File: src/rtl/art_pkg.sv
// art_pkg: shared types, codes and helpers for the address reputation table.
// Used by art_cell, art_ctrl and address_reputation_table. No dependencies.
package art_pkg;

    localparam int ART_DEPTH_DEF = 64;
    localparam int ART_DEPTH_MAX = 1024;
    localparam int ART_IDX_W     = $clog2(ART_DEPTH_MAX);
    localparam int ART_CNT_W     = $clog2(ART_DEPTH_MAX + 1);

    localparam logic [15:0] ART_SCORE_MAX        = 16'hFFFF;
    localparam logic [9:0]  ART_STATUS_FORBIDDEN = 10'd403;
    localparam logic [9:0]  ART_STATUS_NOT_FOUND = 10'd404;

    localparam logic [7:0]  ART_RST_SCANNER = 8'd10;
    localparam logic [7:0]  ART_RST_ERROR   = 8'd1;
    localparam logic [31:0] ART_RST_TTL     = 32'd300000;
    localparam logic [6:0]  ART_RST_MAX     = 7'd64;

    typedef enum logic [1:0] {
        OP_RECORD = 2'd0,
        OP_QUERY  = 2'd1,
        OP_SWEEP  = 2'd2
    } t_art_op;

    typedef enum logic [1:0] {
        CFG_SCANNER = 2'd0,
        CFG_ERROR   = 2'd1,
        CFG_TTL     = 2'd2,
        CFG_MAX     = 2'd3
    } t_art_cfg;

    typedef enum logic [1:0] {
        ST_IDLE,
        ST_SCAN,
        ST_FIN
    } t_art_state;

    // token that walks the cell chain, gathering search results
    typedef struct packed {
        logic                 vld;
        t_art_op              op;
        logic [31:0]          addr;
        logic [47:0]          now;
        logic [31:0]          ttl;
        logic                 found;
        logic [ART_IDX_W-1:0] found_idx;
        logic [15:0]          found_score;
        logic                 found_exp;
        logic [ART_CNT_W-1:0] count;
        logic                 old_vld;
        logic [ART_IDX_W-1:0] old_idx;
        logic [47:0]          old_seen;
        logic                 free_vld;
        logic [ART_IDX_W-1:0] free_idx;
        logic [ART_CNT_W-1:0] removed;
    } t_art_tok;

    // entry write and clear, broadcast to all cells
    typedef struct packed {
        logic                 wr_en;
        logic [ART_IDX_W-1:0] wr_idx;
        logic [31:0]          addr;
        logic [15:0]          score;
        logic [47:0]          seen;
        logic                 clr_en;
        logic [ART_IDX_W-1:0] clr_idx;
    } t_art_wr;

    function automatic logic [15:0] art_sat_add(input logic [15:0] a, input logic [7:0] b);
        logic [16:0] s;
        s = {1'b0, a} + {9'd0, b};
        return s[16] ? ART_SCORE_MAX : s[15:0];
    endfunction

endpackage

File: src/rtl/art_cell.sv
// art_cell: one table entry plus one stage of the search token chain.
// Depends on art_pkg.
module art_cell import art_pkg::*; #(
    parameter int CELL_IDX = 0
) (
    input  logic     i_clk,
    input  logic     i_rst_n,
    input  t_art_tok i_tok,
    input  t_art_wr  i_wr,
    output t_art_tok o_tok
);

    localparam logic [ART_IDX_W-1:0] L_IDX = ART_IDX_W'(CELL_IDX);

    logic        r_valid;
    logic [31:0] r_addr;
    logic [15:0] r_score;
    logic [47:0] r_seen;
    t_art_tok    r_tok;

    logic        n_valid;
    logic [31:0] n_addr;
    logic [15:0] n_score;
    logic [47:0] n_seen;
    t_art_tok    n_tok;

    logic        w_match;
    logic        w_exp;
    logic [47:0] w_age;

    assign w_match = r_valid && (r_addr == i_tok.addr);
    assign w_age   = i_tok.now - r_seen;
    assign w_exp   = (i_tok.now >= r_seen) && (w_age > {16'd0, i_tok.ttl});

    always_comb begin
        n_tok   = i_tok;
        n_valid = r_valid;
        n_addr  = r_addr;
        n_score = r_score;
        n_seen  = r_seen;
        if (i_tok.vld) begin
            case (i_tok.op)
                OP_RECORD: begin
                    if (w_match) begin
                        n_tok.found       = 1'b1;
                        n_tok.found_idx   = L_IDX;
                        n_tok.found_score = r_score;
                    end
                    if (r_valid) begin
                        n_tok.count = i_tok.count + ART_CNT_W'(1);
                        if (!i_tok.old_vld || (r_seen < i_tok.old_seen)) begin
                            n_tok.old_vld  = 1'b1;
                            n_tok.old_idx  = L_IDX;
                            n_tok.old_seen = r_seen;
                        end
                    end else if (!i_tok.free_vld) begin
                        n_tok.free_vld = 1'b1;
                        n_tok.free_idx = L_IDX;
                    end
                end
                OP_QUERY: begin
                    if (w_match) begin
                        n_tok.found       = 1'b1;
                        n_tok.found_score = r_score;
                        n_tok.found_exp   = w_exp;
                        if (w_exp) begin
                            n_valid = 1'b0;
                        end
                    end
                end
                OP_SWEEP: begin
                    if (r_valid && w_exp) begin
                        n_valid       = 1'b0;
                        n_tok.removed = i_tok.removed + ART_CNT_W'(1);
                    end
                end
                default: begin
                end
            endcase
        end
        if (i_wr.clr_en && (i_wr.clr_idx == L_IDX)) begin
            n_valid = 1'b0;
        end
        if (i_wr.wr_en && (i_wr.wr_idx == L_IDX)) begin
            n_valid = 1'b1;
            n_addr  = i_wr.addr;
            n_score = i_wr.score;
            n_seen  = i_wr.seen;
        end
    end

    always_ff @(posedge i_clk) begin
        if (!i_rst_n) begin
            r_valid   <= 1'b0;
            r_tok.vld <= 1'b0;
        end else begin
            r_valid <= n_valid;
            r_tok   <= n_tok;
        end
    end

    always_ff @(posedge i_clk) begin
        r_addr  <= n_addr;
        r_score <= n_score;
        r_seen  <= n_seen;
    end

    assign o_tok = r_tok;

endmodule

File: config.mk
export PLATFORM = sky130hd
export DESIGN_NAME = art_cell
export DESIGN_NICKNAME = d
export VERILOG_FILES = /design/src/rtl/art_pkg.sv /design/src/rtl/art_cell.sv
export SDC_FILE = /design/constraint.sdc
export NUM_CORES = 1
export LEC_CHECK = 0
export BUFFER_PORTS_ARGS = -buffer_cell sky130_fd_sc_hd__clkbuf_2
export CAP_MARGIN = 20
export CORE_AREA = 2 2 229 231
export CTS_BUF_LIST = sky130_fd_sc_hd__clkbuf_4
export DETAILED_ROUTE_END_ITERATION = 16
export DIE_AREA = 0 0 231 233
export GPL_TIMING_DRIVEN = 0
export SLEW_MARGIN = 10
export SYNTH_ARGS = -nofsm -noshare
export SYNTH_HDL_FRONTEND = slang
export SYNTH_SLANG_ARGS = --single-unit
File: constraint.sdc
create_clock -name i_clk -period 15.3 [get_ports i_clk]
set_clock_uncertainty 0.15 [all_clocks]
set_input_delay 2.295 -clock i_clk [delete_from_list [all_inputs] [get_ports i_clk]]
set_output_delay 2.295 -clock i_clk [all_outputs]
set_load 0.02 [all_outputs]
After elaboration in Yosys (flattened, before gate mapping)
Cells that the tools add are included.
{ "totals": {"out_inout_bits": 235, "mem_count": 0, "ramBits": 0, "regBits": 332, "latchBits": 0, "rom_bits": 0} }
{ "op_classes": {"n_addsub": 3, "n_eq_ne": 6, "order_cmp": 3, "n_bitwise": 0, "n_mul": 0, "n_shift": 0, "n_div": 0, "reduce_logical": 13, "muxes": 22} }
{ "op_table": {"columns": ["op", "count"], "rows": [
  ["$mux 120", 1],
  ["$mux 81", 1],
  ["$mux 70", 1],
  ["$mux 59", 1],
  ["$ge 48x48->1", 1],
  ["$gt 48x32->1", 1],
  ["$lt 48x48->1", 1],
  ["$sub 48x48->48", 1],
  ["$mux 11", 3],
  ["$eq 32x32->1", 1],
  ["$pmux 16 s2", 1],
  ["$mux 27", 1],
  ["$add 11x1->11 const B", 2],
  ["$logic_not 10->1", 2],
  ["$mux 10", 2],
  ["$mux 17", 1],
  ["$ne 4x4->1 const B", 3],
  ["$mux 1", 8],
  ["$logic_and 1x1->1", 5],
  ["$reduce_and 5->1", 1],
  ["$pmux 1 s2", 2],
  ["$reduce_bool 4->1", 1],
  ["$reduce_bool 3->1", 1],
  ["$eq 2x1->1 const B", 1],
  ["4 further kinds", 4]
]} }

Longest topological paths before layout
{ "depth": {"ltp_word": 9, "depth_mapped": 23, "depth_no_buf": 22} }

Least setup slack after synthesis
OpenSTA, ideal clock, no wires.
{ "synth_timing": {"path_kind": "input to register", "startpoint": "in i_wr[109] (netlist bit)", "endpoint": "reg r_addr[0], enable pin", "n_path_buf": 0, "stages": 3, "path_slack_ps": 2578, "t_arrival_ps": 11771, "setup_time_ps": 800, "cell_sequence": "nor4b_1 -> nand2_1 -> nor4_1"} }
{ "synth_via": {"elab_chain_cells": 2} }
{ "synth_rtl": {"columns": ["item", "line_no", "text"], "rows": [
  ["start: declaration", "art_cell.sv:9", "input t_art_wr i_wr,"],
  ["$logic_not 10->1", "art_cell.sv:84", "if (i_wr.wr_en && (i_wr.wr_idx == L_IDX)) begin"],
  ["$logic_and 1x1->1", "art_cell.sv:84", null],
  ["end signal: assignment", "art_cell.sv:103", "r_addr <= n_addr;"],
  ["end: declaration", "art_cell.sv:16", "logic [31:0] r_addr;"]
]} }
No other way between the ends.
A chain may end at the register's enable or synchronous reset.

==> impl_metrics.tcl <==
set metrics [dict create \
    status "finished, final reports clean" \
    post-route-period-util_pct 45.72 \
    slew_headroom_pct 41.87 \
    ys_warn_count 0 \
    worst-path-buf-inv 3 \
    die_w_um 231 \
    drive_above_1_share_pct 35.39 \
    finalCriticalPeriod_ns 6.995 \
    p_leak_nw 10.45 \
    fmax_ghz 0.1430 \
    final_cell_count_no_fill 2925 \
    synth_edf_count 330 \
    numCtsBuffers 91 \
    grt_start_max_net_pins 88 \
    ios 590 \
    routed_wl_mm 60.93 \
    vias_per_cell 5.121 \
    cp-end-kind "flip-flop" \
    post-cts-setup-buffers 0 \
    synth_top_area_share_pct 55.63 \
    areaGrowthSynthToFinish_pct 29.48 \
    rows 83 \
    clock_latency_ns 0.85 \
    synth_fp_nets 1961 \
    crit_chain "clkbuf_2 -> ha_1 -> clkbuf_1 -> nand4_1 -> a211oi_2 -> o31ai_2 -> a2111oi_4 -> o21ai_4 -> o21ai_0 -> xor2_1 -> ha_1 -> a21oi_1 -> o21ai_0 -> a2111oi_0 -> o21ai_0 -> a221oi_1 -> o21ai_0 -> a21oi_1 -> nand4_1 -> nor3_2 -> buf_6 -> nor4_1 -> xor2_1" \
    coreArea_um2 51090 \
    vias 14980 \
    r2r_start "r_seen[8]" \
    dieArea_um2 53820 \
    dpl.cell_count 2758 \
    holdWs_ns 0.3938 \
    grt_pass1_vias 14760 \
    fill_cells 4901 \
    regToRegEndpoint "o_tok[9]" \
    first_pass_iters 5 \
    htreeDepth 3 \
    worstHoldPathCells 1 \
    timing.critical_path.mode_cell "o21ai_0" \
    antenna_left 0 \
    ys_ff_latch 332 \
    wl_per_cell_um 20.83 \
    cp.required_ns 15.71 \
    clock_sinks 332 \
    multi_input_area_um2 7106 \
    yosysMostFrequentCell "edfxtp_1" \
    rsz0062_at_grt "no" \
    cts_buffer_depth 3 \
    path_class "input port to flip-flop" \
    place_area_um2 21790 \
    cpLargestDelayFamily "compound AO/OA/AOI/OAI gates" \
    async_flop_share_pct 0 \
    design_power_total_w 0.002286 \
    worst_pin_slew_ns 0.8639 \
    cp.depth 23 \
    syn_area_per_cell_um2 12.09 \
    endpoint "o_tok[9]" \
    yosysSeqAreaShare_pct 55.86 \
    ir_worst_vdd_mv 0.07079 \
    fin_nets 2660 \
    grt.total_usage_pct 21.88 \
    drc 0 \
    die_h_um 233 \
    gp_congestion 0.8921 \
    ctsResizeCount 0 \
    slowest_stage "a2111oi_4" \
    yosysUniqueCellTypes 70 \
    synthTopCellsByCount "edfxtp_1, inv_1, ha_1, a21oi_1, nand2_1" \
    yosysTopAreaCell "edfxtp_1" \
    register_area_um2 9950 \
    drtIter0Drc 979 \
    drv_cap 0 \
    worstPathMaxFanout 10 \
    io_buffers 588 \
    r2r_cells 23 \
    clock-root-buffer "clkbuf_4" \
    timing.setup.tns_ns 0 \
    start_util_pct 34.86 \
    syn_inst 1473 \
    grt_pass1_wl_mm 87.03 \
    netlist_area_um2 17810 \
    critPathArrivalTime_ns 7.41 \
    ys_top_cells_by_area "edfxtp_1, ha_1, inv_1" \
    power_density_nw_per_um2 99.13 \
    final_cell_area_um2 23060 \
    cts_tree "done" \
    max_stage_delay_ns 0.46 \
    overflow 0 \
    hpwl_mm 50.10 \
    worstSetupStartpointType "input port" \
    cts_hold_buf 0 \
    setup_violations 0 \
    synth_ff_type "edfxtp_1" \
    rrSetupSlack_ns 9.39 \
    antenna_found_initial 19 \
    slew_violations 0 \
    clk_pin_slew_ns 0.06 \
    holdCritPathClass "flip-flop to flip-flop" \
    finalHoldViolCount 0 \
    startpoint "i_tok[158]" \
]
==> metrics by stage <==
step / utilization [%] / setup WS [ns]
detailed placement: 42.64 / 7.419
global route: 45.13 / 7.901
global placement: 42.29 / -2.875
CTS: 45.08 / 8.355
finish: 45.14 / 8.305
floorplan: - / 2.578
==> report_power, final <==
group          total [W]  switching, W  internal (W)
sequential       0.00107     0.0000149       0.00106
clock           0.000866      0.000387      0.000479
combinational   0.000348      0.000217      0.000132
total            0.00229      0.000619       0.00167
==> flip-flops by register name, summed over array words and instances (netlist names) <==
name	flops
r_valid	1
r_addr	32
r_seen	48
r_score	16
o_tok	235
==> worst min path at each step <==
stage / startpoint / endpoint / slack, ns
finish: r_score[1] / o_tok[94] / 0.39
global route: r_score[8] / o_tok[101] / 0.41
CTS: r_score[1] / o_tok[94] / 0.40
detailed placement: r_score[6] / o_tok[99] / 0.38
global placement: r_score[5] / o_tok[98] / 0.38
floorplan: r_score[7] / o_tok[100] / 0.37
==> logic make-up after synthesis <==
group                      after synthesis  share of synthesized area [%]
AOI/OAI and AO/OA                      363                          14.84
buffers and inverters                  199                          4.285
adders and majority gates              133                          9.385
xor gates and xnor gates                87                          4.278
DFF                                    332                          55.86
muxes                                   21                          1.307
and+or+nand+nor                        338                          10.05
==> cell type report <==
| type | count | share of cell area [%] |
|---|---|---|
| well taps | 680 | 3.689 |
| inverters | 147 | 2.392 |
| repair buffers | 606 | 13.54 |
| flip-flops and latches | 332 | 43.14 |
| diodes | 10 | 0.1085 |
| clock buffers | 123 | 4.004 |
| plain buffers | 52 | 0.9168 |
| clock inverters | 33 | 1.400 |
| multi-input cells | 942 | 30.81 |
==> cells in the final DEF, fill, tap and decap left out, drive strengths merged, types with 4 or more instances in the layout <==
cell type / synthesis / layout
a31oi: 8 / 8
nand3: 23 / 23
a22o: 48 / 48
buf: 9 / 26
clkbuf: 43 / 755
clkinv: 0 / 23
nand2b: 11 / 11
diode: 0 / 10
nor3: 26 / 26
nor3b: 12 / 12
ha: 132 / 132
nor4: 15 / 15
o21bai: 12 / 12
nor2: 63 / 63
a2111oi: 5 / 5
a211oi: 7 / 7
o211ai: 8 / 8
and2: 15 / 15
o21ai: 50 / 50
inv: 147 / 151
xor2: 48 / 48
nand4: 47 / 47
bufinv: 0 / 6
a221o: 48 / 48
o31ai: 9 / 9
mux2: 18 / 18
or4: 11 / 11
a21oi: 88 / 88
o21a: 9 / 9
nand2: 74 / 74
edfxtp: 330 / 330
and4: 5 / 5
nor2b: 14 / 14
or3: 5 / 5
and3: 6 / 6
a21o: 45 / 45
or2: 4 / 4
xnor2: 39 / 39
==> metal layers <==
layer  GRT usage (%)  routed length, um  up-vias  share of wire (%)
li1                -                  -     7083                  -
met1           26.53              24660     7121                 40
met2           35.63              29110      612                 48
met3           5.797               4347      146                7.1
met4           11.67               2713       16                4.5
met5               0                 96        -               0.16
No activity file was read; power rests on OpenSTA's default activity.
