--- src/rtl/art_pkg.sv ---
// art_pkg: shared types, codes and helpers for the address reputation table.
// Used by art_cell, art_ctrl and address_reputation_table. No dependencies.
package art_pkg;

    localparam int ART_DEPTH_DEF = 64;
    localparam int ART_DEPTH_MAX = 1024;
    localparam int ART_IDX_W     = $clog2(ART_DEPTH_MAX);
    localparam int ART_CNT_W     = $clog2(ART_DEPTH_MAX + 1);

    localparam logic [15:0] ART_SCORE_MAX        = 16'hFFFF;
    localparam logic [9:0]  ART_STATUS_FORBIDDEN = 10'd403;
    localparam logic [9:0]  ART_STATUS_NOT_FOUND = 10'd404;

    localparam logic [7:0]  ART_RST_SCANNER = 8'd10;
    localparam logic [7:0]  ART_RST_ERROR   = 8'd1;
    localparam logic [31:0] ART_RST_TTL     = 32'd300000;
    localparam logic [6:0]  ART_RST_MAX     = 7'd64;

    typedef enum logic [1:0] {
        OP_RECORD = 2'd0,
        OP_QUERY  = 2'd1,
        OP_SWEEP  = 2'd2
    } t_art_op;

    typedef enum logic [1:0] {
        CFG_SCANNER = 2'd0,
        CFG_ERROR   = 2'd1,
        CFG_TTL     = 2'd2,
        CFG_MAX     = 2'd3
    } t_art_cfg;

    typedef enum logic [1:0] {
        ST_IDLE,
        ST_SCAN,
        ST_FIN
    } t_art_state;

    // token that walks the cell chain, gathering search results
    typedef struct packed {
        logic                 vld;
        t_art_op              op;
        logic [31:0]          addr;
        logic [47:0]          now;
        logic [31:0]          ttl;
        logic                 found;
        logic [ART_IDX_W-1:0] found_idx;
        logic [15:0]          found_score;
        logic                 found_exp;
        logic [ART_CNT_W-1:0] count;
        logic                 old_vld;
        logic [ART_IDX_W-1:0] old_idx;
        logic [47:0]          old_seen;
        logic                 free_vld;
        logic [ART_IDX_W-1:0] free_idx;
        logic [ART_CNT_W-1:0] removed;
    } t_art_tok;

    // entry write and clear, broadcast to all cells
    typedef struct packed {
        logic                 wr_en;
        logic [ART_IDX_W-1:0] wr_idx;
        logic [31:0]          addr;
        logic [15:0]          score;
        logic [47:0]          seen;
        logic                 clr_en;
        logic [ART_IDX_W-1:0] clr_idx;
    } t_art_wr;

    function automatic logic [15:0] art_sat_add(input logic [15:0] a, input logic [7:0] b);
        logic [16:0] s;
        s = {1'b0, a} + {9'd0, b};
        return s[16] ? ART_SCORE_MAX : s[15:0];
    endfunction

endpackage

--- src/rtl/art_ctrl.sv ---
// art_ctrl: config registers, token launch, final decision and result register.
// Depends on art_pkg; drives the head of the art_cell chain.
module art_ctrl import art_pkg::*; #(
    parameter int TABLE_DEPTH = ART_DEPTH_DEF
) (
    input  logic        i_clk,
    input  logic        i_rst_n,
    input  logic        i_valid,
    output logic        o_ready,
    input  logic [1:0]  i_op,
    input  logic [31:0] i_ip_addr,
    input  logic [47:0] i_now_ms,
    input  logic        i_scanner_hit,
    input  logic [9:0]  i_status_code,
    input  logic        i_cfg_we,
    input  logic [1:0]  i_cfg_idx,
    input  logic [31:0] i_cfg_data,
    output t_art_tok    o_tok,
    input  t_art_tok    i_tok,
    output t_art_wr     o_wr,
    output logic        o_valid,
    input  logic        i_ready,
    output logic [15:0] o_score_out,
    output logic        o_known,
    output logic        o_evicted,
    output logic [6:0]  o_removed_count
);

    localparam logic [ART_CNT_W-1:0] L_DEPTH = ART_CNT_W'(TABLE_DEPTH);

    t_art_state r_state, n_state;

    logic [7:0]  r_scanner;
    logic [7:0]  r_error;
    logic [31:0] r_ttl;
    logic [6:0]  r_max;

    t_art_tok r_launch, n_launch;
    t_art_tok r_cap;
    logic     r_hit;
    logic     r_err;

    logic        r_out_valid;
    logic [15:0] r_score;
    logic        r_known;
    logic        r_evicted;
    logic [6:0]  r_removed;

    logic                 w_accept;
    logic                 w_fin_go;
    logic [ART_CNT_W-1:0] w_max;
    logic [ART_CNT_W-1:0] w_limit;
    logic                 w_evict;
    logic [ART_IDX_W-1:0] w_slot;
    logic [15:0]          w_base;
    logic [15:0]          w_s1;
    logic [15:0]          w_s2;
    logic [15:0]          n_score;
    logic                 n_known;
    logic                 n_evicted;
    logic [6:0]           n_removed;

    assign w_accept = i_valid && o_ready;

    // next state
    always_comb begin
        n_state = r_state;
        unique case (r_state)
            ST_IDLE: if (w_accept)  n_state = ST_SCAN;
            ST_SCAN: if (i_tok.vld) n_state = ST_FIN;
            ST_FIN:  if (w_fin_go)  n_state = ST_IDLE;
            default: n_state = ST_IDLE;
        endcase
    end

    // state outputs
    always_comb begin
        o_ready  = 1'b0;
        w_fin_go = 1'b0;
        unique case (r_state)
            ST_IDLE: o_ready  = 1'b1;
            ST_SCAN: ;
            ST_FIN:  w_fin_go = !r_out_valid || i_ready;
            default: ;
        endcase
    end

    always_comb begin
        n_launch           = '0;
        n_launch.vld       = w_accept;
        n_launch.op        = t_art_op'(i_op);
        n_launch.addr      = i_ip_addr;
        n_launch.now       = i_now_ms;
        n_launch.ttl       = r_ttl;
    end

    // decision on the gathered token
    assign w_max   = ART_CNT_W'(r_max);
    assign w_limit = (w_max == '0) ? ART_CNT_W'(1) : ((w_max > L_DEPTH) ? L_DEPTH : w_max);
    assign w_evict = !r_cap.found && (r_cap.count >= w_limit) && r_cap.old_vld;
    assign w_base  = r_cap.found ? r_cap.found_score : 16'd0;
    assign w_s1    = r_hit ? art_sat_add(w_base, r_scanner) : w_base;
    assign w_s2    = r_err ? art_sat_add(w_s1, r_error) : w_s1;

    always_comb begin
        if (r_cap.found) begin
            w_slot = r_cap.found_idx;
        end else if (w_evict) begin
            w_slot = (r_cap.free_vld && (r_cap.free_idx < r_cap.old_idx)) ?
                     r_cap.free_idx : r_cap.old_idx;
        end else begin
            w_slot = r_cap.free_idx;
        end
    end

    always_comb begin
        o_wr      = '0;
        n_score   = 16'd0;
        n_known   = 1'b0;
        n_evicted = 1'b0;
        n_removed = 7'd0;
        case (r_cap.op)
            OP_RECORD: begin
                o_wr.wr_en   = w_fin_go;
                o_wr.wr_idx  = w_slot;
                o_wr.addr    = r_cap.addr;
                o_wr.score   = w_s2;
                o_wr.seen    = r_cap.now;
                o_wr.clr_en  = w_fin_go && w_evict;
                o_wr.clr_idx = r_cap.old_idx;
                n_score      = w_s2;
                n_known      = r_cap.found;
                n_evicted    = w_evict;
            end
            OP_QUERY: begin
                n_known   = r_cap.found;
                n_evicted = r_cap.found && r_cap.found_exp;
                n_score   = (r_cap.found && !r_cap.found_exp) ? r_cap.found_score : 16'd0;
            end
            OP_SWEEP: begin
                n_removed = r_cap.removed[6:0];
                n_evicted = (r_cap.removed != '0);
            end
            default: begin
            end
        endcase
    end

    always_ff @(posedge i_clk) begin
        if (!i_rst_n) begin
            r_state      <= ST_IDLE;
            r_launch.vld <= 1'b0;
            r_out_valid  <= 1'b0;
            r_scanner    <= ART_RST_SCANNER;
            r_error      <= ART_RST_ERROR;
            r_ttl        <= ART_RST_TTL;
            r_max        <= ART_RST_MAX;
        end else begin
            r_state  <= n_state;
            r_launch <= n_launch;
            if (w_fin_go) begin
                r_out_valid <= 1'b1;
            end else if (i_ready) begin
                r_out_valid <= 1'b0;
            end
            if (i_cfg_we) begin
                unique case (t_art_cfg'(i_cfg_idx))
                    CFG_SCANNER: r_scanner <= i_cfg_data[7:0];
                    CFG_ERROR:   r_error   <= i_cfg_data[7:0];
                    CFG_TTL:     r_ttl     <= i_cfg_data;
                    CFG_MAX:     r_max     <= i_cfg_data[6:0];
                    default:     ;
                endcase
            end
        end
    end

    always_ff @(posedge i_clk) begin
        if (w_accept) begin
            r_hit <= i_scanner_hit;
            r_err <= (i_status_code == ART_STATUS_FORBIDDEN) ||
                     (i_status_code == ART_STATUS_NOT_FOUND);
        end
        if ((r_state == ST_SCAN) && i_tok.vld) begin
            r_cap <= i_tok;
        end
        if (w_fin_go) begin
            r_score   <= n_score;
            r_known   <= n_known;
            r_evicted <= n_evicted;
            r_removed <= n_removed;
        end
    end

    assign o_tok           = r_launch;
    assign o_valid         = r_out_valid;
    assign o_score_out     = r_score;
    assign o_known         = r_known;
    assign o_evicted       = r_evicted;
    assign o_removed_count = r_removed;

endmodule

--- config.mk ---
export PLATFORM = sky130hd
export DESIGN_NAME = art_ctrl
export DESIGN_NICKNAME = d
export VERILOG_FILES = /design/src/rtl/art_pkg.sv /design/src/rtl/art_ctrl.sv
export SDC_FILE = /design/constraint.sdc
export NUM_CORES = 1
export LEC_CHECK = 0
export BUFFER_PORTS_ARGS = -buffer_cell sky130_fd_sc_hd__buf_4
export CAP_MARGIN = 20
export CORE_AREA = 2 2 290 292
export CTS_BUF_LIST = sky130_fd_sc_hd__clkbuf_2 sky130_fd_sc_hd__clkbuf_4 sky130_fd_sc_hd__clkbuf_8
export CTS_CLUSTER_DIAMETER = 60
export DETAILED_ROUTE_END_ITERATION = 6
export DIE_AREA = 0 0 292 294
export PLACE_DENSITY = 0.51
export SETUP_SLACK_MARGIN = 0.3
export SYNTH_ARGS = -nofsm -noshare
export SYNTH_HDL_FRONTEND = slang
export SYNTH_SLANG_ARGS = --single-unit
--- constraint.sdc ---
create_clock -name i_clk -period 8.79 [get_ports i_clk]
set_clock_uncertainty 0.2 [all_clocks]
set_input_delay 0.4395 -clock i_clk [delete_from_list [all_inputs] [get_ports i_clk]]
set_output_delay 0.4395 -clock i_clk [all_outputs]
set_load 0.01 [all_outputs]
[Word-level counts from Yosys, hierarchy flattened]
Cells that the tools add are included.
Word-level totals
  bits in registers: 354
  output and inout bits: 380
  logic and storage cells: 94
  input bits: 367
Operators by class
  eq/ne operators: 12
  mux-type cells: 22
  $lt $le $gt $ge: 3
  reductions and logical operators: 25
  $add $sub $neg: 2
Operators with widths (number)
  $mux 118: 1
  $mux 16: 6
  $add 16x8->17: 2
  $pmux 16 s2: 1
  $mux 10: 3
  $eq 10x9->1 const B: 2
  $mux 7: 2
  $ge 11x7->1: 1
  $logic_not 11->1: 1
  $reduce_bool 11->1: 1
  $lt 10x10->1: 1
  $eq 2x2->1 const B: 4
  $logic_and 1x1->1: 8
  $reduce_and 2->1: 4
  $gt 7x7->1 const B: 1
  $eq 2x1->1 const B: 3
  $logic_not 2->1: 3
  $mux 2: 3
  $ne 2x2->1 const B: 3
  $pmux 2 s3: 1
  $mux 1: 4
  $logic_not 1->1: 3
  $pmux 1 s3: 1
  $reduce_and 3->1: 1
  other kinds (3): 4

[Logic depth before layout (Yosys ltp)]
  depth after elaboration: 9
  gate-level depth with buffers: 24
  gate-level depth less buffers: 21

[Worst setup path before layout]
No wires, ideal clock.
  path kind: in2reg
  from: in i_tok[234] (netlist bit)
  to: reg r_cap[0] (netlist bit), enable pin
  arrival time: 6.943 ns
  path buffers: 0
  setup time: 0.672 ns
  path slack: 0.975 ns
  required time: 7.918 ns
  cell stages on the path: 2
  cell sequence: nand2_1 > nor2_1
On the way
  cells in the longest elaborated chain, start to end: 1
Ends and longest elaborated chain
  start: declaration: RTL line art_ctrl.sv:19  | input t_art_tok i_tok,
  $logic_and 1x1->1: RTL line art_ctrl.sv:184  | if ((r_state == ST_SCAN) && i_tok.vld) begin
  end signal: assignment: RTL line art_ctrl.sv:185  | r_cap <= i_tok;
  end: declaration: RTL line art_ctrl.sv:39  | t_art_tok r_cap;
Every way passes these cells.
A chain may end at the register's enable or synchronous reset.

==> results.md <==
* Synth top area cells: edfxtp_1 58%, dfxtp_1 7.8%, buf_4 5.9%
* CTS resizes at 0
* Max-slew headroom at 0.322
* Most common cell in the synthesized netlist: edfxtp_1
* HP Class: in2reg
* Commonest cells in the netlist: 295 x edfxtp_1, 120 x buf_4, 116 x nand2_1
* Rows at 106
* Leak pwr at 10.0 nW
* Most common flop cell mapped by yosys: edfxtp_1
* Gpl congestion at 0.809
* Maximum clock path buffer count at 3
* Number of synthesized register bits at 354
* Combinational share of power at 0.119
* Register area share after synthesis at 0.660
* Gr usage total at 0.114
* Arrival time at the worst endpoint at 6.16 ns
* TNS Setup at 0 ns
* Crit. End Element: output pin
* IO Pins at 747
* # setup viols final at 0
* Psw at 1.01 mW
* Met3 Resource Use GR at 0.0396
* Fraction of layout cells with a size suffix above 1 at 0.333
* R2R setup slack at 3.08 ns
* Routed Antenna Nets at 0
* Area growth from synthesis to layout at 60.7%
* Clock power frac at 0.427
* Crit path max-delay cell type: edfxtp_1
* Drt first pass iters at 5
* Routed via count at 12.0k
* CP peak stage delay at 0.80 ns
* Internal at 3.27 mW
* Die area at 0.0858 mm2
* Post-synth top area share at 0.583
* TritonCTS Sinks at 354
* MaxCap Viol Count at 0
* Clock Pin Slew Worst Setup and Hold Paths at 0.06 ns
* Fin util at 0.295
* Post-Route WL at 50,800 um
* Worst-Skew Late Latency at 0.63 ns
* GR Util met1 at 0.126
* Seq pwr share at 0.454
* Mapped Avg Cell Area at 13.0 um2
* Cts bufs inserted at 71
* CTS tree: done
* Syn. warnings at 0
* Largest net degree at the start of global routing at 156
* Die Width at 292 um
* Placed Cells at 2,759
* Initial DRC Count at 457
* RSZ-0062 raised after global routing: no
* Dpl hpwl at 36,100 um
* Number of vias per cell at 3.78
* Non-Filler Instances at 3,164
* First-pass GRT wire length at 74,600 um
* Period utilization at 0.773
* Outcome: finished clean
* Crit-path max FO at 24
* Initial antenna violation count at 6
* Starting Density at 0.183
* Most used routing layer: met2
* PortBufs at 546
* Worst setup SP type: flop
* Pwr Density at 175 mW/mm2
* Fin. max-slew vios at 0
* Ys async rst share at 0
* Cell breakdown of the critical path: and2_1 > ha_1 > inv_1 > fa_1 > nand2b_1 > a21o_1 > a21boi_0 > o21ai_0 > nand2_1 > o22a_1 > ha_1 > inv_1 > fa_1 > nor2b_1 > o31a_1 > o31a_1 > o21a_1 > o32a_1 > and2_1 > a21oi_2 > nor2_1 > buf_4
* Crit path kind: reg2out
* Distinct cells, synth at 68
* Final Hold Fails at 0
* Vias in the first global route at 12.8k
* Post-CTS Hold Fix Bufs at 275
* Post-CTS setup buffers at 0
* Fmax at 147 MHz
* Tightest Pin Transition at 1.01 ns
* Nets@finish at 2,428
* Largest area contributor in the netlist: edfxtp_1
* Synth Instances at 1,166
* Min Tclk post-route at 6.79 ns
* DRC at 0
* Global route overflow at 0
* Core Region at 0.0829 mm2
* Chip height at 294 um
* H-tree Lvls at 3
* Post-DR wirelength/cell at 16.1 um
* Root Buffer: clkbuf_8
* EDFF count, synth at 295
* Met2 usage at 0.201
* Area of the mapped netlist at 0.0152 mm2
* Worst vdd ir at 0.000138 V
* CP Data Required Time at 8.15 ns
* Sw Share at 0.235
==> cells in the final DEF (no fill, tap or decap), types with 7 or more instances in the layout <==
cell | netlist | layout
o21a_1 | 8 | 8
nand3_1 | 18 | 18
a21boi_0 | 27 | 27
ha_1 | 32 | 32
nand2_1 | 116 | 116
a21oi_1 | 30 | 30
mux2i_1 | 35 | 35
dfxtp_1 | 59 | 59
buf_4 | 120 | 552
nand2b_1 | 9 | 9
nor2b_1 | 23 | 22
edfxtp_1 | 295 | 295
clkinv_2 | 0 | 8
a21o_1 | 12 | 12
o21ai_1 | 14 | 14
bufinv_16 | 0 | 8
clkinv_1 | 0 | 16
nor2_1 | 50 | 47
o22a_1 | 7 | 7
clkbuf_4 | 0 | 17
inv_1 | 22 | 22
and3_1 | 7 | 7
conb_1 | 1 | 120
dlygate4sd3_1 | 0 | 275
nor3_1 | 8 | 8
a21oi_2 | 11 | 11
o21ai_0 | 34 | 34
o211ai_1 | 8 | 8
and2_1 | 104 | 104
clkbuf_8 | 0 | 74
==> power by group through the flow <==
stage          Clock, mW  Combinational, mW  Sequential, mW
6_report            1.83              0.510            1.94
5_1_grt             1.98              0.554            1.95
4_1_cts             1.91              0.515            1.94
3_5_place_dp           0              0.410            1.98
3_3_place_gp           0              0.406            1.98
2_1_floorplan          0              0.184            1.99
==> routing by layer <==
layer / wire, um / share of wire
met1: 19700 / 0.39
met2: 25400 / 0.50
met3: 4330 / 0.085
met4: 1370 / 0.027
met5: 35 / 0.00069
==> cells by family (layout without fill, tap and decap cells) <==
group                      count (synthesis)  after routing  synth area share
buffers and inverters                    182            978            0.0753
xor gates and xnor gates                  10             10           0.00576
adders and majority gates                 34             34            0.0290
other                                      1            123          0.000247
and+or+nand+nor                          367            367             0.125
DFF                                      354            354             0.660
AOI/OAI and AO/OA                        182            182            0.0806
muxes                                     36             36            0.0239
==> registers in the layout, summed over array words and instances, names as in the netlist, 2 cells and up <==
| register | count |
|---|---|
| r_max | 7 |
| o_removed_count | 7 |
| r_ttl | 32 |
| r_state | 2 |
| o_score_out | 16 |
| o_tok | 115 |
| r_cap | 154 |
| r_scanner | 8 |
| r_error | 8 |
==> worst max-delay path: cells and delay by family (launching register included) <==
kind | cells | cell delay, ns
compound gates | 9 | 1.62
buf+inv | 3 | 0.31
flops | 1 | 0.80
simple gates | 6 | 1.61
fa+ha+maj | 4 | 1.15
==> final cells by class <==
type / count / area (um2)
antenna: 3 / 7.51
clock buffer: 91 / 1150
clock inverter: 36 / 374
fill: 8330 / 58500
inverter: 22 / 82.6
multi-input combinational: 749 / 4510
sequential: 354 / 10000
tap: 1080 / 1350
timing repair buffer: 829 / 6930
==> per-stage QoR <==
step	worst slack [ns]	power (mW)	instance area (um2)	hold WS (ns)
2_1_floorplan	0.975	2.18	15700	0.208
3_3_place_gp	2.69	2.38	20200	0.209
3_5_place_dp	2.64	2.39	20200	0.215
4_1_cts	1.86	4.37	24400	0.0118
5_1_grt	1.45	4.48	24400	0.0572
6_report	2.00	4.28	24400	0.0870
==> worst paths after layout <==
| path | startpoint | end | cells after the start |
|---|---|---|---|
| min | i_cfg_idx[1] | r_scanner[1]$_SDFFE_PN1P_ | 3 |
| min reg2reg | r_ttl[14]$_SDFFE_PN0P_ | o_tok[134]$_DFFE_PP_ | 0 |
| max reg2reg | r_cap[119]$_DFFE_PP_ | o_score_out[14]$_DFFE_PP_ | 21 |
| max | r_cap[119]$_DFFE_PP_ | o_wr[60] | 22 |
Power figures use the tool's default switching activity.
